===== config.mk =====
export PLATFORM = sky130hd
export DESIGN_NAME = fcc_div
export DESIGN_NICKNAME = d
export VERILOG_FILES = /design/src/sv/fcc_pkg.sv /design/src/sv/fcc_div.sv
export SDC_FILE = /design/constraint.sdc
export NUM_CORES = 2
export LEC_CHECK = 0
export ABC_AREA = 1
export BUFFER_PORTS_ARGS = -buffer_cell sky130_fd_sc_hd__buf_4
export CAP_MARGIN = 15
export CORE_MARGIN = 1
export CORE_UTILIZATION = 55
export CTS_BUF_LIST = sky130_fd_sc_hd__clkbuf_8
export CTS_CLUSTER_DIAMETER = 80
export CTS_CLUSTER_SIZE = 24
export DETAILED_ROUTE_END_ITERATION = 7
export GPL_ROUTABILITY_DRIVEN = 0
export PLACE_DENSITY_LB_ADDON = 0.2
export SLEW_MARGIN = 5
export SYNTH_ARGS = -nofsm -noshare
export SYNTH_HDL_FRONTEND = slang
export SYNTH_SLANG_ARGS = --single-unit
export TNS_END_PERCENT = 1

===== constraint.sdc =====
create_clock -name clk -period 19.5 [get_ports clk]
set_input_delay 0 -clock clk [delete_from_list [all_inputs] [get_ports clk]]
set_output_delay 0 -clock clk [all_outputs]
set_load 0.02 [all_outputs]

===== src/sv/fcc_pkg.sv =====
// Shared types and constants of the fan curve controller.
// No dependencies; compiled before every other file.
package fcc_pkg;

	localparam int TEMP_W     = 13;
	localparam int DELTA_W    = 12;
	localparam int WEIGHT_W   = 9;
	localparam int DUTY_W     = 10;
	localparam int FAULT_W    = 3;
	localparam int CFG_IDX_W  = 3;
	localparam int CFG_DATA_W = 13;

	localparam int WEIGHT_FRAC_BITS_DEF = 8;

	// quotient bits; duty never exceeds 2**DUTY_W-1, so larger quotients saturate
	localparam int QUO_W        = DUTY_W;
	localparam int FRONT_STAGES = 7;
	// front stages, divider stages (setup plus one per bit), output stage
	localparam int PIPE_DEPTH   = FRONT_STAGES + QUO_W + 2;

	localparam logic [DELTA_W-1:0]  MIN_DELTA_RST    = 12'd32;
	localparam logic [DELTA_W-1:0]  MAX_DELTA_RST    = 12'd240;
	localparam logic [TEMP_W-1:0]   BASE_WATER_RST   = 13'd480;
	localparam logic [TEMP_W-1:0]   MAX_WATER_RST    = 13'd720;
	localparam logic [WEIGHT_W-1:0] DELTA_WEIGHT_RST = 9'd179;
	localparam logic [WEIGHT_W-1:0] WATER_WEIGHT_RST = 9'd77;
	localparam logic [DUTY_W-1:0]   MIN_DUTY_RST     = 10'd200;
	localparam logic [DUTY_W-1:0]   MAX_DUTY_RST     = 10'd1000;

	typedef enum logic [FAULT_W-1:0] {
		FS_NONE        = 3'd0,
		FS_INLET_BAD   = 3'd1,
		FS_OUTLET_BAD  = 3'd2,
		FS_AMBIENT_BAD = 3'd3,
		FS_COOLANT_BAD = 3'd4
	} fault_t;

	typedef enum logic [CFG_IDX_W-1:0] {
		REG_MIN_DELTA    = 3'd0,
		REG_MAX_DELTA    = 3'd1,
		REG_BASE_WATER   = 3'd2,
		REG_MAX_WATER    = 3'd3,
		REG_DELTA_WEIGHT = 3'd4,
		REG_WATER_WEIGHT = 3'd5,
		REG_MIN_DUTY     = 3'd6,
		REG_MAX_DUTY     = 3'd7
	} cfg_reg_t;

	// per-item side information that rides alongside the arithmetic
	typedef struct packed {
		logic               fault;
		fault_t             status;
		logic [DELTA_W-1:0] delta;
	} fcc_side_t;

endpackage


===== src/sv/fcc_div.sv =====
// Pipelined restoring divider with saturation, one quotient bit per stage.
// Depends on fcc_pkg for the side-information struct.
module fcc_div #(
	parameter int N_W = 51,
	parameter int D_W = 34,
	parameter int Q_W = 10
) (
	input  logic                   clk,
	input  logic                   arst_n,
	input  logic                   in_valid,
	output logic                   in_ready,
	input  logic signed [N_W-1:0]  in_n,
	input  logic [D_W-1:0]         in_d,
	input  fcc_pkg::fcc_side_t     in_side,
	output logic                   out_valid,
	input  logic                   out_ready,
	output logic [Q_W-1:0]         out_q,
	output logic                   out_neg,
	output logic                   out_sat,
	output fcc_pkg::fcc_side_t     out_side
);
	import fcc_pkg::*;

	localparam int CW = (N_W > D_W + Q_W) ? N_W : D_W + Q_W;

	// all arrays indexed by divider stage; stage 0 is setup
	logic            vld_q  [0:Q_W];
	logic            en     [0:Q_W];
	logic [CW-1:0]   rem_q  [0:Q_W];
	logic [D_W-1:0]  d_q    [0:Q_W];
	logic [Q_W-1:0]  quo_q  [0:Q_W];
	logic            neg_q  [0:Q_W];
	logic            sat_q  [0:Q_W];
	fcc_side_t       side_q [0:Q_W];

	// stage advances when empty or when the next one advances
	always_comb begin
		en[Q_W] = !vld_q[Q_W] || out_ready;
		for (int k = Q_W - 1; k >= 0; k--) begin
			en[k] = !vld_q[k] || en[k+1];
		end
	end

	assign in_ready = en[0];

	// setup: sign, saturation against d * 2**Q_W, start remainder
	logic [CW-1:0] rem0;
	logic [CW-1:0] dlim;
	always_comb begin
		rem0 = in_n[N_W-1] ? '0 : CW'($unsigned(in_n));
		dlim = CW'(in_d);
		dlim = dlim << Q_W;
	end

	always_ff @(posedge clk or negedge arst_n) begin
		if (!arst_n) begin
			vld_q[0] <= 1'b0;
		end else if (en[0]) begin
			vld_q[0] <= in_valid;
		end
	end

	always_ff @(posedge clk) begin
		if (en[0]) begin
			rem_q[0]  <= rem0;
			d_q[0]    <= in_d;
			quo_q[0]  <= '0;
			neg_q[0]  <= in_n[N_W-1];
			sat_q[0]  <= !in_n[N_W-1] && (rem0 >= dlim);
			side_q[0] <= in_side;
		end
	end

	for (genvar k = 1; k <= Q_W; k++) begin : g_bit
		logic [CW-1:0] dsh;
		logic          take;

		always_comb begin
			dsh  = CW'(d_q[k-1]);
			dsh  = dsh << (Q_W - k);
			take = !sat_q[k-1] && (rem_q[k-1] >= dsh);
		end

		always_ff @(posedge clk or negedge arst_n) begin
			if (!arst_n) begin
				vld_q[k] <= 1'b0;
			end else if (en[k]) begin
				vld_q[k] <= vld_q[k-1];
			end
		end

		always_ff @(posedge clk) begin
			if (en[k]) begin
				rem_q[k]         <= take ? rem_q[k-1] - dsh : rem_q[k-1];
				quo_q[k]         <= quo_q[k-1];
				quo_q[k][Q_W-k]  <= take;
				d_q[k]           <= d_q[k-1];
				neg_q[k]         <= neg_q[k-1];
				sat_q[k]         <= sat_q[k-1];
				side_q[k]        <= side_q[k-1];
			end
		end
	end

	assign out_valid = vld_q[Q_W];
	assign out_q     = quo_q[Q_W];
	assign out_neg   = neg_q[Q_W];
	assign out_sat   = sat_q[Q_W];
	assign out_side  = side_q[Q_W];

endmodule


==> results.json <==
{
  "grt_overflow": 0,
  "ys_warn_count": 0,
  "postCtsHoldBufs": 218,
  "synth_cell_types": 47,
  "end_kind": "primary output",
  "synth_edf_count": 1102,
  "area_growth_pct": 8.84,
  "powerDensity_nw_per_um2": 147,
  "clk-insertion-delay-late_ps": 840,
  "route.detailed.drc": 0,
  "drt_wl_total_um": 224000,
  "dpl.hpwl_um": 178000,
  "clk_transition_reported_paths_ps": 140,
  "final_hold_viol_count": 0,
  "cts_max_level": 3,
  "die_x_um": 369,
  "dp_slack_ps": 14310,
  "fp.dieH_um": 369,
  "fin_worst_skew_ps": 53.2,
  "place_area_um2": 76900,
  "cp_top_family": "simple AND/OR/NAND/NOR gates",
  "tns_ps": 0,
  "fill_cells": 11900,
  "seqPwrFrac": 0.375,
  "cp-startpoint": "out_valid",
  "period_needed_ps": 5930,
  "cts_setup_buffers": 0,
  "numCtsBuffers": 70,
  "cts_resized": 0,
  "synthCells": 10100,
  "worst_pin_slew_ps": 1080,
  "synthArstFlopShare": 0.00988,
  "syn_area_um2": 74100,
  "path_cells": "nand4_1 -> buf_4 -> nor2_1 -> nand2_4 -> nor2_1 -> nand2_4 -> nor2_1 -> nand2_4 -> nor2_1 -> nand2_4 -> buf_4 -> buf_4",
  "slew-limit-headroom": 0.277,
  "power_switching_uw": 5820,
  "setup_viol": 0,
  "fin_nets": 10900,
  "final_cells": 12200,
  "ant_nets": 0,
  "mostFrequentLayoutCell": "nand2_1",
  "drv_slew": 0,
  "track_usage": 0.324,
  "clock-sinks": 1113,
  "grt_setup_unrepaired": "no",
  "routedWlPerCell_um": 18.3,
  "clock.fmax_mhz": 169,
  "die_area_um2": 136000,
  "drt-pass1-iter-count": 7,
  "synth.ff_latch_count": 1113,
  "path_depth": 12,
  "clockBufferDepth": 3,
  "slowest_stage": "buf_4",
  "drt_iter0_markers": 7139,
  "grt_max_degree": 78,
  "status": "finished clean",
  "reg2reg_from": "out_valid",
  "p_sw_frac": 0.489,
  "crit_required_ps": 19500,
  "hold_path.class": "in2async",
  "synth_flop_cell": "edfxtp_1",
  "arrival_ps": 5930,
  "leakage_uw": 0.0423,
  "power_frac_comb": 0.521,
  "syn-mean-instance-area_um2": 7.35,
  "start_util": 0.555,
  "crit_buf_inv": 3,
  "final-seq-area_um2": 33400,
  "vias": 65500,
  "dp_cells": 11900,
  "root_buffer": "clkbuf_8",
  "p_int_uw": 6070,
  "grt_pass1_wl_um": 338000,
  "crit_fanout": 68,
  "clkPwrFrac": 0.104,
  "multi_input_area_um2": 32400,
  "final_cell_mix": "nand2_1 (4057), inv_1 (2040), edfxtp_1 (1102), nor2_1 (792), nand3_1 (563)",
  "num_io_pins": 135,
  "path_class": "reg2out",
  "drive_gt1_frac": 0.0373,
  "grt_pass1_vias": 60600,
  "peakVddDrop_mv": 0.0710,
  "drv_cap": 0,
  "cts_tree": "done",
  "ys_seq_area_frac": 0.450,
  "start_kind": "flip-flop",
  "max_stage_delay_ps": 510,
  "port_buffers": 134,
  "synth_nets": 10600,
  "design_area_um2": 80600,
  "core_area_um2": 133000,
  "row_count": 134,
  "final.period_utilization": 0.304,
  "fin_ws_ps": 13570,
  "vias_per_cell": 5.35,
  "antenna_found_initial": 6,
  "reg2reg_depth": 11
}
-- power groups by stage --
stage               sequential, uW  combinational, uW  clock (uW)
global route                  4480               6920        1330
floorplan                     4040               4490           0
finish                        4460               6200        1230
CTS                           4440               6050        1260
detailed placement            4490               5980           0
global placement              4480               5890           0
-- synthesized netlist by cell type, types with 11 or more instances --
cell type	instances	area [um2]
nand2_1	4061	15200
inv_1	2029	7620
edfxtp_1	1102	33100
nor2_1	792	2970
nand3_1	564	2820
ha_1	374	4680
a21oi_1	255	1280
nand4_1	149	932
xor2_1	123	1080
nor3_1	99	495
xnor2_1	57	499
o21ai_0	55	275
o21ai_1	50	250
nand3b_1	47	353
nor2_2	38	238
buf_2	37	185
nand2_2	31	194
clkbuf_1	23	86.3
buf_6	21	236
o21bai_1	21	158
and2_1	18	113
buf_4	16	120
inv_2	13	48.8
dfrtp_1	11	275
-- sequential cells by signal, summed over array words and instances (netlist names) --
signal and cells:
quo_q 55, d_q 340, vld_q 10, side_q 176, rem_q 509, neg_q 11
out_valid 1, sat_q 11
-- layout make-up --
| class | instances | area share |
|---|---|---|
| multi-input combinational | 6816 | 0.402 |
| timing repair buffer | 373 | 0.0417 |
| tap | 1768 | 0.0274 |
| inverter | 2044 | 0.0953 |
| clock inverter | 51 | 0.00683 |
| clock buffer | 72 | 0.0123 |
| antenna | 4 | 0.000124 |
| sequential | 1113 | 0.414 |
-- tightest hold or removal path, stage by stage --
cell and delay (ps):
dlygate4sd3_1 530, buf_4 110, dlygate4sd3_1 940
-- stage by stage --
stage | power, uW | utilization | hold slack, ps
after floorplan | 8530 | - | -296
after global placement | 10400 | 0.576 | -149
after detailed placement | 10500 | 0.576 | -143
after CTS | 11700 | 0.604 | 188
after global routing | 12700 | 0.604 | 257
final | 11900 | 0.604 | 258
-- final timing paths --
kind,to,slack (ps)
max,in_ready,13570
min,out_valid,260
max reg2reg,rem_q[0][31],14350
min reg2reg,quo_q[9][7],420
max in group asynchronous,vld_q[8],18830
min in group clk,neg_q[0],300
-- cell families (layout without fill, tap and decap cells) --
group / Yosys count / count (layout) / share of synthesized area
flops: 1113 / 1113 / 0.450
simple gates: 5839 / 5839 / 0.320
other cells: 0 / 4 / 0
xor+xnor: 180 / 180 / 0.0213
compound gates: 414 / 414 / 0.0306
buf+inv: 2143 / 2540 / 0.112
fa+ha+maj: 383 / 383 / 0.0656
-- layer usage --
layer  vias to the layer above  wire (um)  track usage
met4                         2      16200        0.194
met2                      3102     104000        0.545
met5                         -         14            0
met1                     29600      85500        0.395
li1                      32000          -            -
met3                       830      18200       0.0467
(Power assumes the default switching activity.)
